**config.mk**
```make
export PLATFORM = sky130hd
export DESIGN_NAME = lifo_preemptive_task_scheduler_flat
export DESIGN_NICKNAME = d
export VERILOG_FILES = /design/src/hdl/lpts_pkg.sv /design/src/hdl/lpts_ifs.sv /design/src/hdl/lifo_preemptive_task_scheduler.sv /design/src/flat_wrapper.sv
export VERILOG_INCLUDE_DIRS = /design/src /design/src/hdl
export SDC_FILE = /design/constraint.sdc
export NUM_CORES = 1
export LEC_CHECK = 0
export ABC_AREA = 1
export BUFFER_PORTS_ARGS = -buffer_cell sky130_fd_sc_hd__buf_2
export CORE_MARGIN = 2
export CORE_UTILIZATION = 30
export CTS_BUF_LIST = sky130_fd_sc_hd__clkbuf_8 sky130_fd_sc_hd__clkbuf_16
export CTS_CLUSTER_DIAMETER = 40
export DETAILED_ROUTE_END_ITERATION = 8
export PLACE_DENSITY_LB_ADDON = 0.25
export SYNTH_ARGS = -nofsm -noshare
export SYNTH_HDL_FRONTEND = slang
export SYNTH_SLANG_ARGS = --single-unit
export TNS_END_PERCENT = 20
```
**constraint.sdc**
```tcl
create_clock -name clk_i -period 4.1 [get_ports clk_i]
set_input_delay 0 -clock clk_i [delete_from_list [all_inputs] [get_ports clk_i]]
set_output_delay 0 -clock clk_i [all_outputs]
set_load 0.05 [all_outputs]
```
**src/hdl/lifo_preemptive_task_scheduler_assert.svh**
```systemverilog
// Assertion macros shared by the scheduler RTL.
`ifndef LIFO_PREEMPTIVE_TASK_SCHEDULER_ASSERT_SVH
`define LIFO_PREEMPTIVE_TASK_SCHEDULER_ASSERT_SVH
`ifndef NO_ASSERTIONS
// Same-cycle implication, sampled on clk_i and disabled during reset.
`define LPTS_ASSERT_IMPL(lbl, ante, cons, msg) \
  lbl: assert property (@(posedge clk_i) disable iff (!rst_ni) (ante) |-> (cons)) \
    else $error(msg);
// Next-cycle implication, sampled on clk_i and disabled during reset.
`define LPTS_ASSERT_NEXT(lbl, ante, cons, msg) \
  lbl: assert property (@(posedge clk_i) disable iff (!rst_ni) (ante) |=> (cons)) \
    else $error(msg);
`else
`define LPTS_ASSERT_IMPL(lbl, ante, cons, msg)
`define LPTS_ASSERT_NEXT(lbl, ante, cons, msg)
`endif
`endif

```
**src/hdl/lpts_pkg.sv**
```systemverilog
// Package with the widths, constants and types of the LIFO task scheduler.
package lpts_pkg;

  localparam int STACK_DEPTH = 32;
  localparam int ID_W        = 10;
  localparam int MIN_W       = 11;
  localparam int WORK_W      = 10;
  localparam int PTR_W       = (STACK_DEPTH > 1) ? $clog2(STACK_DEPTH) : 1;
  localparam int CNT_W       = $clog2(STACK_DEPTH + 1);

  typedef logic [ID_W-1:0]   task_id_t;
  typedef logic [MIN_W-1:0]  minute_t;
  typedef logic [WORK_W-1:0] work_t;

  typedef enum logic {
    STATUS_DONE = 1'b0,
    STATUS_DROP = 1'b1
  } status_e;

  typedef struct packed {
    task_id_t id;
    status_e  status;
  } result_t;

  typedef struct packed {
    task_id_t id;
    work_t    rem;
  } stack_entry_t;

endpackage

```
**src/hdl/lpts_ifs.sv**
```systemverilog
// Valid/ready channel interfaces for task arrivals and task results.
interface lpts_task_if;
  import lpts_pkg::*;
  logic     valid;
  logic     ready;
  task_id_t task_id;
  minute_t  start_minute;
  work_t    work_minutes;
  logic     final_task;

  modport source (output valid, task_id, start_minute, work_minutes, final_task,
                  input ready);
  modport sink (input valid, task_id, start_minute, work_minutes, final_task,
                output ready);
endinterface

interface lpts_done_if;
  import lpts_pkg::*;
  logic     valid;
  logic     ready;
  task_id_t done_id;
  logic     status;
  logic     end_of_run;

  modport source (output valid, done_id, status, end_of_run, input ready);
  modport sink (input valid, done_id, status, end_of_run, output ready);
endinterface

```
**src/hdl/lifo_preemptive_task_scheduler.sv**
```systemverilog
// LIFO preemptive task scheduler: one arrival in, zero or more task results out.
//
// Each arrival transaction on task_i preempts the running task. The minutes
// since the running task started are spent on it first; if it completes it is
// reported, and the leftover minutes drain the suspended stack newest first,
// a partly run top entry keeping its remainder. A task that does not complete
// is pushed, or reported with status 1 if the stack already holds
// lpts_pkg::STACK_DEPTH entries. A final arrival reports itself and then every
// suspended task newest first, after which the scheduler is back in its reset
// state. Each result is one transaction on done_o, and end_of_run marks the
// last result that an arrival causes. The scheduler takes one arrival at a
// time, and task_i.ready is high only while it waits for one. Each drained
// stack entry takes a registered read of the stack memory, then one pass
// through the shared subtract-and-compare unit; a top entry that is only
// trimmed takes a further trim step. A final arrival handles each flushed
// entry with a registered read, then the report. A stall on done_o holds
// the sequencer. The last result sits in the output register, so the next
// arrival can be taken before it is consumed.
module lifo_preemptive_task_scheduler (
  input logic       clk_i,
  input logic       rst_ni,
  lpts_task_if.sink task_i,
  lpts_done_if.source done_o
);
  import lpts_pkg::*;

  localparam int DIFF_W = MIN_W + 1;

  // Sequencer states.
  localparam logic [3:0] ST_IDLE    = 4'd0;   // waiting for an arrival
  localparam logic [3:0] ST_GAP     = 4'd1;   // gap since running task started
  localparam logic [3:0] ST_CMPW    = 4'd2;   // does the running task complete
  localparam logic [3:0] ST_PUSH    = 4'd3;   // push remainder or drop it
  localparam logic [3:0] ST_DRAIN   = 4'd4;   // read top of stack if gap left
  localparam logic [3:0] ST_DRCMP   = 4'd5;   // does the top entry complete
  localparam logic [3:0] ST_TRIM    = 4'd6;   // shorten the top entry
  localparam logic [3:0] ST_INSTALL = 4'd7;   // arrival becomes running task
  localparam logic [3:0] ST_FLUSH   = 4'd8;   // read top of stack on a flush
  localparam logic [3:0] ST_FLRD    = 4'd9;   // report the flushed entry
  localparam logic [3:0] ST_FINISH  = 4'd10;  // release the held last result

  logic [3:0]   state_q, state_d, state_nxt;

  // Accepted arrival.
  task_id_t     in_id_q;
  minute_t      in_start_q;
  work_t        in_work_q;
  logic         in_final_q;

  // Running task.
  logic         run_v_q;
  task_id_t     run_id_q;
  minute_t      run_start_q;
  work_t        run_work_q;

  // Suspended stack.
  stack_entry_t stk_mem [STACK_DEPTH];
  stack_entry_t rd_q;
  logic [CNT_W-1:0] cnt_q;
  logic [CNT_W-1:0] cnt_dec;
  logic [PTR_W-1:0] top_addr;
  logic [PTR_W-1:0] push_addr;
  logic         stk_full;

  // Minutes still to spend in the current arrival.
  minute_t      gap_q;

  // Shared subtract-and-compare unit.
  minute_t      alu_a, alu_b;
  logic [DIFF_W-1:0] alu_diff;
  logic         alu_borrow;

  // Result path: one held result so end_of_run can be set on the last one,
  // then the output register.
  logic         pend_v_q;
  result_t      pend_q;
  logic         out_v_q;
  result_t      out_q;
  logic         out_eor_q;
  logic         out_free;

  logic         emit_req;
  result_t      emit_res;
  logic         emit_ok;
  logic         fin_req;
  logic         stall;
  logic         go;
  logic         fin_load;
  logic         in_take;

  assign cnt_dec   = cnt_q - CNT_W'(1);
  assign top_addr  = cnt_dec[PTR_W-1:0];
  assign push_addr = cnt_q[PTR_W-1:0];
  assign stk_full  = (cnt_q == CNT_W'(STACK_DEPTH));

  assign out_free = !out_v_q || done_o.ready;
  assign emit_ok  = !pend_v_q || out_free;
  assign in_take  = (state_q == ST_IDLE) && task_i.valid;

  // Operand selection for the shared unit.
  always_comb begin
    alu_a = '0;
    alu_b = '0;
    case (state_q)
      ST_GAP: begin
        alu_a = in_start_q;
        alu_b = run_start_q;
      end
      ST_CMPW: begin
        alu_a = gap_q;
        alu_b = MIN_W'(run_work_q);
      end
      ST_PUSH: begin
        alu_a = MIN_W'(run_work_q);
        alu_b = gap_q;
      end
      ST_DRCMP: begin
        alu_a = gap_q;
        alu_b = MIN_W'(rd_q.rem);
      end
      ST_TRIM: begin
        alu_a = MIN_W'(rd_q.rem);
        alu_b = gap_q;
      end
      default: begin
        alu_a = '0;
        alu_b = '0;
      end
    endcase
  end

  assign alu_diff   = {1'b0, alu_a} - {1'b0, alu_b};
  assign alu_borrow = alu_diff[MIN_W];

  // Sequencer: next state and the result that each step produces.
  always_comb begin
    state_nxt = state_q;
    emit_req  = 1'b0;
    emit_res  = '{id: run_id_q, status: STATUS_DONE};
    fin_req   = 1'b0;
    case (state_q)
      ST_IDLE: begin
        if (task_i.valid) state_nxt = ST_GAP;
      end
      ST_GAP: begin
        state_nxt = run_v_q ? ST_CMPW : ST_INSTALL;
      end
      ST_CMPW: begin
        if (!alu_borrow) begin
          emit_req  = 1'b1;
          state_nxt = ST_DRAIN;
        end else begin
          state_nxt = ST_PUSH;
        end
      end
      ST_PUSH: begin
        if (stk_full) begin
          emit_req = 1'b1;
          emit_res = '{id: run_id_q, status: STATUS_DROP};
        end
        state_nxt = ST_INSTALL;
      end
      ST_DRAIN: begin
        state_nxt = ((gap_q != '0) && (cnt_q != '0)) ? ST_DRCMP : ST_INSTALL;
      end
      ST_DRCMP: begin
        if (!alu_borrow) begin
          emit_req  = 1'b1;
          emit_res  = '{id: rd_q.id, status: STATUS_DONE};
          state_nxt = ST_DRAIN;
        end else begin
          state_nxt = ST_TRIM;
        end
      end
      ST_TRIM: begin
        state_nxt = ST_INSTALL;
      end
      ST_INSTALL: begin
        if (in_final_q) begin
          emit_req  = 1'b1;
          emit_res  = '{id: in_id_q, status: STATUS_DONE};
          state_nxt = ST_FLUSH;
        end else begin
          state_nxt = ST_FINISH;
        end
      end
      ST_FLUSH: begin
        state_nxt = (cnt_q != '0) ? ST_FLRD : ST_FINISH;
      end
      ST_FLRD: begin
        emit_req  = 1'b1;
        emit_res  = '{id: rd_q.id, status: STATUS_DONE};
        state_nxt = ST_FLUSH;
      end
      ST_FINISH: begin
        fin_req   = pend_v_q;
        state_nxt = ST_IDLE;
      end
      default: begin
        state_nxt = ST_IDLE;
      end
    endcase
  end

  // A step waits while its result cannot move into the result path.
  assign stall    = (emit_req && !emit_ok) || (fin_req && !out_free);
  assign go       = !stall;
  assign state_d  = stall ? state_q : state_nxt;
  assign fin_load = go && fin_req;

  // Control state.
  always_ff @(posedge clk_i or negedge rst_ni) begin
    if (!rst_ni) begin
      state_q  <= ST_IDLE;
      run_v_q  <= 1'b0;
      cnt_q    <= '0;
      pend_v_q <= 1'b0;
      out_v_q  <= 1'b0;
    end else begin
      state_q <= state_d;

      if (go) begin
        case (state_q)
          ST_INSTALL: run_v_q <= 1'b1;
          ST_PUSH: begin
            if (!stk_full) cnt_q <= cnt_q + CNT_W'(1);
          end
          ST_DRCMP: begin
            if (!alu_borrow) cnt_q <= cnt_dec;
          end
          ST_FLRD: cnt_q <= cnt_dec;
          ST_FLUSH: begin
            // A flush ends with the scheduler back in its reset state.
            if (cnt_q == '0) run_v_q <= 1'b0;
          end
          default: begin
          end
        endcase
      end

      if (go && emit_req) begin
        pend_v_q <= 1'b1;
      end else if (fin_load) begin
        pend_v_q <= 1'b0;
      end

      if ((go && emit_req && pend_v_q) || fin_load) begin
        out_v_q <= 1'b1;
      end else if (done_o.ready) begin
        out_v_q <= 1'b0;
      end
    end
  end

  // Payload, the stack memory and its registered read port.
  always_ff @(posedge clk_i) begin
    if (in_take) begin
      in_id_q    <= task_i.task_id;
      in_start_q <= task_i.start_minute;
      in_work_q  <= task_i.work_minutes;
      in_final_q <= task_i.final_task;
    end

    if (state_q == ST_DRAIN || state_q == ST_FLUSH) begin
      rd_q <= stk_mem[top_addr];
    end

    if (go) begin
      case (state_q)
        ST_GAP: begin
          // Time running backwards counts as no time at all.
          gap_q <= alu_borrow ? '0 : alu_diff[MIN_W-1:0];
        end
        ST_CMPW: begin
          if (!alu_borrow) gap_q <= alu_diff[MIN_W-1:0];
        end
        ST_PUSH: begin
          if (!stk_full) begin
            stk_mem[push_addr] <= '{id: run_id_q, rem: alu_diff[WORK_W-1:0]};
          end
        end
        ST_DRCMP: begin
          if (!alu_borrow) gap_q <= alu_diff[MIN_W-1:0];
        end
        ST_TRIM: begin
          stk_mem[top_addr] <= '{id: rd_q.id, rem: alu_diff[WORK_W-1:0]};
        end
        ST_INSTALL: begin
          run_id_q    <= in_id_q;
          run_start_q <= in_start_q;
          run_work_q  <= in_work_q;
        end
        default: begin
        end
      endcase
    end

    if (go && emit_req) begin
      pend_q <= emit_res;
      if (pend_v_q) begin
        out_q     <= pend_q;
        out_eor_q <= 1'b0;
      end
    end else if (fin_load) begin
      out_q     <= pend_q;
      out_eor_q <= 1'b1;
    end
  end

  assign task_i.ready      = (state_q == ST_IDLE);
  assign done_o.valid      = out_v_q;
  assign done_o.done_id    = out_q.id;
  assign done_o.status     = out_q.status;
  assign done_o.end_of_run = out_eor_q;

  `include "lifo_preemptive_task_scheduler_assert.svh"

  // The stack never holds more entries than it has room for.
  `LPTS_ASSERT_IMPL(a_cnt_bound, 1'b1, cnt_q <= CNT_W'(STACK_DEPTH), "stack count overflow")
  // A new arrival is only taken once no result of the last one is still held.
  `LPTS_ASSERT_IMPL(a_idle_no_pend, state_q == ST_IDLE, !pend_v_q, "held result while idle")
  // Releasing the last result of an arrival returns the sequencer to idle.
  `LPTS_ASSERT_NEXT(a_fin_idle, fin_load, state_q == ST_IDLE && out_eor_q, "bad finish")

endmodule

```
**src/flat_wrapper.sv**
```systemverilog
// flat-port wrapper written by rule: the top's interface ports become plain ports
module lifo_preemptive_task_scheduler_flat import lpts_pkg::*;
  (clk_i, rst_ni, task_i_valid, task_i_task_id, task_i_start_minute, task_i_work_minutes, task_i_final_task, task_i_ready, done_o_valid, done_o_done_id, done_o_status, done_o_end_of_run, done_o_ready);
  lpts_task_if task_i_i ();
  lpts_done_if done_o_i ();
  input logic clk_i;
  input logic rst_ni;
  input wire logic [$bits(task_i_i.valid)-1:0] task_i_valid;
  input wire logic [$bits(task_i_i.task_id)-1:0] task_i_task_id;
  input wire logic [$bits(task_i_i.start_minute)-1:0] task_i_start_minute;
  input wire logic [$bits(task_i_i.work_minutes)-1:0] task_i_work_minutes;
  input wire logic [$bits(task_i_i.final_task)-1:0] task_i_final_task;
  output wire logic [$bits(task_i_i.ready)-1:0] task_i_ready;
  output wire logic [$bits(done_o_i.valid)-1:0] done_o_valid;
  output wire logic [$bits(done_o_i.done_id)-1:0] done_o_done_id;
  output wire logic [$bits(done_o_i.status)-1:0] done_o_status;
  output wire logic [$bits(done_o_i.end_of_run)-1:0] done_o_end_of_run;
  input wire logic [$bits(done_o_i.ready)-1:0] done_o_ready;
  assign task_i_i.valid = task_i_valid;
  assign task_i_i.task_id = task_i_task_id;
  assign task_i_i.start_minute = task_i_start_minute;
  assign task_i_i.work_minutes = task_i_work_minutes;
  assign task_i_i.final_task = task_i_final_task;
  assign task_i_ready = task_i_i.ready;
  assign done_o_valid = done_o_i.valid;
  assign done_o_done_id = done_o_i.done_id;
  assign done_o_status = done_o_i.status;
  assign done_o_end_of_run = done_o_i.end_of_run;
  assign done_o_i.ready = done_o_ready;
  lifo_preemptive_task_scheduler u_core (.clk_i(clk_i), .rst_ni(rst_ni), .task_i(task_i_i), .done_o(done_o_i));
endmodule
```
Word-level counts from Yosys, hierarchy flattened

Memories as Yosys holds them, arrays and structs flattened. A register that Yosys moved wholly into a read port is not among the register bits.
Index checks and enable logic that the tools add are counted.
W data, S select, Z words.

Bits in registers: 110
Bits in writable memories: 640
Logic and storage cells: 122
Memories: 1

Add/sub/neg operators: 3
Equality and inequality tests: 17
Mux-type cells: 47
Bitwise operators: 1
Reduce and logical (&&, ||, !) cells: 35

Memory list:

| memory         | words | bits a word | read ports | clocked after Yosys merged registers in | wr ports | line                                 | text |
|---|---|---|---|---|---|---|---|
| u_core.stk_mem | 32    | 20          | 1          | 1                                       | 1        | lifo_preemptive_task_scheduler.sv:57 | `stack_entry_t stk_mem [STACK_DEPTH];` |

Operator list:

| cell                  | number |
|---|---|
| $pmux W11 S4          | 3 |
| $mux W11              | 7 |
| $pmux W4 S9           | 1 |
| $pmux W11 S2          | 1 |
| $mux W1               | 21 |
| $mux W20              | 1 |
| $reduce_or A20 Y1     | 1 |
| $pmux W6 S3           | 1 |
| $eq A4 B3 Y1 const B  | 4 |
| $eq A4 B4 Y1 const B  | 3 |
| $mux W6               | 2 |
| $sub A11 B11 Y12      | 1 |
| $reduce_bool A11 Y1   | 1 |
| $eq A4 B2 Y1 const B  | 2 |
| $mux W2               | 4 |
| $ne A2 B2 Y1 const B  | 4 |
| $reduce_bool A2 Y1    | 4 |
| $logic_and A1 B1 Y1   | 7 |
| $add A6 B1 Y6 const B | 1 |
| $eq A6 B6 Y1 const B  | 1 |
| $logic_not A6 Y1      | 1 |
| $mux W3               | 2 |
| $reduce_and A2 Y1     | 3 |
| $reduce_and A3 Y1     | 2 |
| 15 further kinds      | 25 |

Depth between registers and ports, before layout

Gate-level depths: netlist of the first run.

Depth in word-level cells: 13
Depth in mapped cells: 21

Least setup slack after synthesis of the first run

Ideal clock, no wire load.

Path type: reg-to-reg
Start point: register u_core.state_q[3]
End point: register u_core.run_id_q[0] (enable)
Arrival: 3250 ps
Setup slack: 464 ps
Stages on the path, launching flop included: 18
Clock period less this slack: 3636 ps
Cells stage by stage: dfrtp_1 -> nor2_2 -> inv_2 -> nor2_1 -> buf_2 -> nand2_1 -> o21ai_0 -> a221oi_1 -> ha_1 -> nand2_1 -> nand2_1 -> a21oi_1 -> nand3_2 -> nand2_1 -> nand3_2 -> nand2_2 -> nand2_1 -> inv_1

Cells in the longest elaborated chain, start to end: 10
Elaborated cells on any way between the ends: 21
Classes of those cells: add/sub (1); eq/ne (8); mux (5); bitwise (1); reduce/logical (6)

RTL lines:

| item                                       | line                                                                         | text |
|---|---|---|
| start, declared                            | lifo_preemptive_task_scheduler.sv:42                                         | `logic [3:0] state_q, state_d, state_nxt;` |
| start signal, assigned                     | lifo_preemptive_task_scheduler.sv:220                                        | `state_q <= state_d;` |
| $eq A4 B2 Y1, or another cell as far along | lifo_preemptive_task_scheduler.sv:104, lifo_preemptive_task_scheduler.sv:141 |  |
| $reduce_or A2 Y1 (no source line)          | n/a                                                                          |  |
| $pmux W11 S4                               | lifo_preemptive_task_scheduler.sv:104                                        | `case (state_q)` |
| $sub A11 B11 Y12                           | lifo_preemptive_task_scheduler.sv:132                                        | `assign alu_diff = {1'b0, alu_a} - {1'b0, alu_b};` |
| $mux W1                                    | lifo_preemptive_task_scheduler.sv:149, lifo_preemptive_task_scheduler.sv:167 |  |
| $pmux W1 S4                                | lifo_preemptive_task_scheduler.sv:141                                        | `case (state_q)` |
| $logic_and A1 B1 Y1                        | lifo_preemptive_task_scheduler.sv:206                                        | `assign stall = (emit_req && !emit_ok) \|\| (fin_req && !out_free);` |
| $logic_or A1 B1 Y1                         | lifo_preemptive_task_scheduler.sv:206                                        |  |
| $not A1 Y1 (no source line)                | n/a                                                                          |  |
| $reduce_and A2 Y1 (no source line) *       | n/a                                                                          |  |
| end signal, assigned                       | lifo_preemptive_task_scheduler.sv:289                                        | `run_id_q <= in_id_q;` |
| end, declared                              | lifo_preemptive_task_scheduler.sv:52                                         | `task_id_t run_id_q;` |

Every way passes the cells marked *; elsewhere a longest branch is shown, timed or not.
A chain may end at the register's enable or synchronous reset.

Worst setup path after layout of the first run

Start point: register u_core.state_q[3]
End point: memory u_core.stk_mem[28][8] (netlist name), data pin

Cells in the longest elaborated chain, start to end: 5
Elaborated cells on any way between the ends: 11
Classes of those cells: add/sub (1); eq/ne (5); mux (3); reduce/logical (2)

RTL lines:

| item                                         | line                                  | text |
|---|---|---|
| $eq A4 B2 Y1 or $eq A4 B3 Y1 (tied branches) | lifo_preemptive_task_scheduler.sv:104 |  |
| $reduce_or A2 Y1 (no source line)            | n/a                                   |  |
| $pmux W11 S4                                 | lifo_preemptive_task_scheduler.sv:104 |  |
| $sub A11 B11 Y12 *                           | lifo_preemptive_task_scheduler.sv:132 |  |
| via u_core.alu_diff[8]                       | lifo_preemptive_task_scheduler.sv:70  | `logic [DIFF_W-1:0] alu_diff;` |
| $mux W20 (no source line) *                  | n/a                                   |  |
| end, declared                                | lifo_preemptive_task_scheduler.sv:57  |  |

The timed path passes the listed nets; every way through them passes the cells marked *.

==> out/metrics.cfg, run 1 <==
[outcome]
status=completed

[clock_tree]
htreeDepth=3
cts.clk_slew.worst_paths_ns=0.06
cts-root-buf=clkbuf_16
cts_made_buffers=115
cts.sinks=770
worstSkewPairLatency_ns=0.68
tritoncts=yes
cts_buffer_depth=3

[grt]
antenna_found_initial=0
grt_pass1_wl_microns=125400
grt.overflow.total=0
grt_pass1_vias=20370
grt_util_all_layers=0.1530
grt_max_degree=182

[sta]
rsz0062_at_grt=yes
slew_headroom=0.1574
worstMarginPinSlew_ns=1.261
timing.fmax_ghz=0.2553
final_period_minus_worst_setup_slack_ns=3.917
hold_viol=0
clock_skew_ns=0.03750
fin_crit_sh=0.9555
finalSetupViolCount=0
slew_violations=0
post-route-worst-setup-slack_ns=0.1826

[floorplan]
start_util=0.3019
boundaryPins=50
rows=118
die_area_sq_mm=0.1066
fp.coreArea_sq_mm=0.1033
die_h_microns=326.5
dieWidth_microns=326.5

[critical_path]
criticalPathCategory=reg -> reg
startpoint_type=register
reg2reg_from=u_core.state_q[3]$_DFFE_PN0P_
cp_cell_sequence=inv_1 -> nand2_1 -> nor2_4 -> inv_2 -> nand2_1 -> inv_2 -> o22ai_1 -> a221oi_1 -> ha_1 -> inv_1 -> fa_1 -> nand3_1 -> nand2_1 -> nand4_1 -> nand2_1 -> xor2_1 -> inv_1
end_kind=register
cpPeakStageDelay_ns=0.64
cp.buffers_inverters=5
crit_family=buffers and inverters
crit_slowest_cell=inv_1
crit_top_cell=nand2_1
ff2ff_setup_slack_ns=0.18
critical_path.max_fanout=32
r2r_cells=17
rr_endpoint=u_core.stk_mem[28][8]$_DFFE_PP_
critPathRequiredTime_ns=4.43
cp.arrival_ns=4.24

[layout]
fin_util=0.3659
final_area_sq_mm=0.03782
seqCellArea_sq_mm=0.02306
drive_above_1_share=0.1503
fillers=9843
final_cell_mix=edfxtp_1 (757), nor2_1 (380), o21ai_0 (343)
areaGrowthSynthToFinish_pct=21.22
fin_cells=4029
multiInputGateArea_sq_mm=0.007335
final_nets=2600
layout_commonest_cell=edfxtp_1

[placement]
globalplace.congestion=0.8929
hpwl_microns=45870
dp_slack_ns=0.2585
placed_cell_area_sq_mm=0.03332
numPortBuffers=49
dp_cells=3774

[yosys]
synth_area_leaders=edfxtp_1 (73%), o21ai_0 (5.5%), nor2_1 (5.0%)
syn-cell-area_sq_mm=0.03120
syn_inst=2418
synth_top_area_cell=edfxtp_1
ys_seq_elements=770
synth_top_area_frac=0.7286
ys_warn_count=0
synth.avg_cell_area_sq_um=12.90
synth_nets=2468
seq_area_frac_synth=0.7390
synth.distinct_cells=39

[hold_path]
holdCritPathClass=in -> reg
min_from=task_i_start_minute[2]
whs_path_depth=2
holdPathEnd=u_core.in_start_q[2]$_DFFE_PP_

[route]
initialDrtViolationCount=1685
wirelength_microns=83410
drc_errors=0
first_pass_iters=5
wire_per_inst_microns=20.70
viasPerCell=5.032
ant_nets=0
vias=20270

[run]
max_cap_violations=0

cells in the mapped netlist, drive strengths merged:
library cell	number
edfxtp	757
nor2	423
o21ai	347
nand2	272
o221ai	100
nand3	94
clkbuf	88
inv	82
o211ai	62
buf	59
o22ai	44
a221oi	14
a21oi	13
dfrtp	13
ha	13
xor2	13
nor3	5
nand4	4
o2111ai	3
xnor2	3
a22oi	2
o2bb2ai	2
a21o	1
a22o	1
clkinv	1
fa	1
or2	1
logic make-up after synthesis:
family | Yosys count | synth area share
fa+ha+maj | 14 | 0.005855
compound gates | 589 | 0.1165
flops | 770 | 0.7390
buf+inv | 230 | 0.03084
xor+xnor | 16 | 0.004973
simple gates | 799 | 0.1028
timing repair:
item | in CTS | in global routing
endpoints found under the setup margin | 0 | 95
resized for setup | 0 | 4
hold endpoints to repair | 51 | 0
hold buffers | 36 | 0
buffers inserted | 0 | 2
worst max path at each step:
stage,slack (ns),endpoint,start,cells past startpoint
6_report,0.18,u_core.stk_mem[28][8]$_DFFE_PP_,u_core.state_q[3]$_DFFE_PN0P_,17
5_1_grt,-0.08,u_core.stk_mem[28][8]$_DFFE_PP_,u_core.state_q[1]$_DFFE_PN0P_,17
4_1_cts,0.24,u_core.stk_mem[28][8]$_DFFE_PP_,u_core.state_q[3]$_DFFE_PN0P_,17
3_5_place_dp,0.26,u_core.stk_mem[10][8]$_DFFE_PP_,u_core.state_q[3]$_DFFE_PN0P_,17
3_3_place_gp,0.36,u_core.run_start_q[6]$_DFFE_PP_,u_core.state_q[0]$_DFFE_PN0P_,21
2_1_floorplan,0.46,u_core.run_id_q[0]$_DFFE_PP_,u_core.state_q[3]$_DFFE_PN0P_,17
routing by layer:
metal,wire [microns],global-route usage
met5,0,0
met4,1561,0.04258
met3,4793,0.02605
met2,39720,0.2531
met1,37340,0.2074
area by class of cell:
cell class | count | share of cell area
Sequential cell | 770 | 0.6098
Multi-Input combinational cell | 1418 | 0.1939
Clock buffer | 116 | 0.07675
Tap cell | 1380 | 0.04565
Timing Repair Buffer | 161 | 0.03341
Clock inverter | 99 | 0.03163
Inverter | 83 | 0.008602
Timing Repair inverter | 1 | 0.0001985
Antenna cell | 1 | 0.00006617
registers in the layout, summed over array words and instances (netlist names), 4 cells and up:
| name | count |
|---|---|
| u_core.in_id_q | 10 |
| u_core.run_start_q | 11 |
| u_core.state_q | 4 |
| u_core.run_work_q | 10 |
| u_core.in_start_q | 11 |
| u_core.run_id_q | 10 |
| u_core.in_work_q | 10 |
| u_core.stk_mem | 640 |
| u_core.cnt_q | 6 |
| u_core.done_o.done_id | 10 |
| u_core.rd_q | 20 |
| u_core.gap_q | 11 |
| u_core.pend_q | 11 |
worst register-to-register path: cells and delay by family, from the launching register on:
family / cells / cell delay (ns)
flip-flops: 1 / 0.48
adder cells (fa/ha/maj): 2 / 0.72
AND/OR/NAND/NOR: 7 / 0.80
buffers and inverters: 5 / 1.09
XOR/XNOR: 1 / 0.16
AO/OA/AOI/OAI: 2 / 0.33
through the flow:
step                      hold slack (ns)  setup TNS [ns]
after global placement           -0.08643               0
after global routing              0.03995          -2.851
after floorplan                   -0.2956               0
final                             0.05051               0
after CTS                         0.01018               0
after detailed placement         -0.07766               0
Power of run 1 is left out: the tool's default activity adds up to more than one toggle a clock period on the data nets, which glitch-free logic cannot reach.
==> run 2, diff against run 1 <==
Clock period 4.1 ns to 4.45 ns, I/O delays scaled along.
==> run 2 against run 1 <==
- via count is 1.1% lower
- setup slack better by 0.30 ns
- critical path type unchanged
- highest routed layer unchanged
- count of clock-buffer cells in the layout is 3 lower
- fmax is 1.3% lower
==> out/metrics.cfg, run 2 (synthesis results as in run 1) <==
[sta]
tns_ns=0
worstMarginPinSlew_ns=1.190
rsz0062_at_grt=no
fin_crit_sh=0.8921
slew_violations=0
timing.fmax_ghz=0.2519
slew_headroom=0.2051
final_period_minus_worst_setup_slack_ns=3.970
hold_viol=0
clock_skew_ns=0.02596
finalSetupViolCount=0

[placement]
globalplace.congestion=0.8468
numPortBuffers=49
hpwl_microns=45650

[clock_tree]
cts_made_buffers=112
cts.sinks=770
tritoncts=yes
cts_buffer_depth=3
cts.clk_slew.worst_paths_ns=0.06
cts-root-buf=clkbuf_16
htreeDepth=3
worstSkewPairLatency_ns=0.67

[critical_path]
cp_cell_sequence=inv_1 -> nand2_1 -> nor2_4 -> inv_2 -> nand2_2 -> inv_2 -> o21ai_0 -> ha_1 -> a21oi_1 -> nand2_1 -> nand2_1 -> nand3_2 -> nand2_1 -> nand3_2 -> nand2_2 -> nand2_1 -> clkinvlp_4 -> buf_12
critical_path.max_fanout=21
criticalPathCategory=reg -> reg
cpPeakStageDelay_ns=0.46
cp.arrival_ns=4.34
crit_family=simple AND/OR/NAND/NOR gates
crit_slowest_cell=dfrtp_1
critPathRequiredTime_ns=4.82
cp.buffers_inverters=5
end_kind=register
startpoint_type=register
crit_top_cell=nand2_1

[grt]
grt.overflow.total=0
grt_util_all_layers=0.1529
grt_pass1_vias=20100
antenna_found_initial=0
grt_pass1_wl_microns=125100
grt_max_degree=181

[route]
first_pass_iters=5
wire_per_inst_microns=20.72
highest_layer=met4
initialDrtViolationCount=1500
drc_errors=0
wl_met1_microns=37870
viasPerCell=4.999
met3WireLength_microns=4307
vias=20050
wirelength_microns=83110
wl_met2_microns=38990
ant_nets=0

[layout]
drive_above_1_share=0.1479
top_register=u_core.stk_mem
final_cell_mix=edfxtp_1 (757), nor2_1 (380), o21ai_0 (343)
antenna_cells=0
final_nets=2582
areaGrowthSynthToFinish_pct=20.83
largest_reg_flops=640
fillers=9923
top_regs=u_core.stk_mem x640, u_core.rd_q x20
layout_commonest_cell=edfxtp_1

[hold_path]
holdCritPathClass=in -> reg

[run]
max_cap_violations=0

[floorplan]
start_util=0.3019
rows=118
fp.coreArea_sq_mm=0.1033
die_h_microns=326.5
boundaryPins=50
die_area_sq_mm=0.1066
dieWidth_microns=326.5

[outcome]
status=completed

==> run 2: cell count changes in the layout (fill, tap and decap cells not counted), moves of 2 or more <==
| cell | delta |
|---|---|
| clkinv_4 | +5 |
| clkinvlp_4 | +3 |
| clkbuf_16 | -3 |
| clkinv_2 | -3 |
| inv_8 | +3 |
| clkinv_16 | -2 |
| inv_16 | +2 |
| buf_4 | -15 |
| clkinv_1 | -9 |
==> run 2: repair_timing <==
item	CTS	global route
setup buffers	0	0
hold buffers	36	0
endpoints found under the setup margin	0	53
hold endpoints to repair	51	0
gates resized for setup	0	2
==> run 2: area by class of cell <==
class | instances | area, sq um | area share
timing repair buffer | 147 | 1171 | 0.03107
tap | 1380 | 1727 | 0.04580
clock inverter | 100 | 1257 | 0.03336
inverter | 83 | 325.3 | 0.008630
multi-input combinational | 1418 | 7327 | 0.1944
clock buffer | 113 | 2828 | 0.07501
sequential | 770 | 23060 | 0.6118
==> run 2: worst paths after layout <==
kind / startpoint / to / slack [ns] / cells past startpoint
setup / recovery: u_core.state_q[3]$_DFFE_PN0P_ / u_core.run_start_q[8]$_DFFE_PP_ / 0.48 / 18
hold / removal: task_i_start_minute[3] / u_core.in_start_q[3]$_DFFE_PP_ / 0.05 / 2
setup reg to reg: u_core.state_q[3]$_DFFE_PN0P_ / u_core.run_start_q[8]$_DFFE_PP_ / 0.48 / 18
hold reg to reg: u_core.in_work_q[5]$_DFFE_PP_ / u_core.run_work_q[5]$_DFFE_PP_ / 0.42 / 0
max in group asynchronous: rst_ni / u_core.cnt_q[0]$_DFFE_PN0P_ / 3.48 / 3
min in group asynchronous: rst_ni / u_core.state_q[1]$_DFFE_PN0P_ / 0.47 / 3
==> run 2: metrics by stage <==
step                      setup WS, ns  std cells    util  area (sq um)  hold WS [ns]
after detailed placement        0.1908       3762  0.3217         33240      -0.06800
final                           0.4801       4011  0.3647         37700       0.04900
after global placement          0.2974       3762  0.3217         33240      -0.08152
after CTS                       0.2080       4011  0.3647         37690       0.01497
after global routing           0.09966       4011  0.3647         37700       0.04133
after floorplan                 0.8143       2418       -         31200       -0.2956
==> run 2: layer usage <==
layer | up-vias | GRT usage
met5 | - | 0
met4 | 0 | 0.05026
met3 | 133 | 0.02283
met2 | 576 | 0.2474
met1 | 10120 | 0.2110
li1 | 9221 | -
Power of run 2 is left out for the same reason.
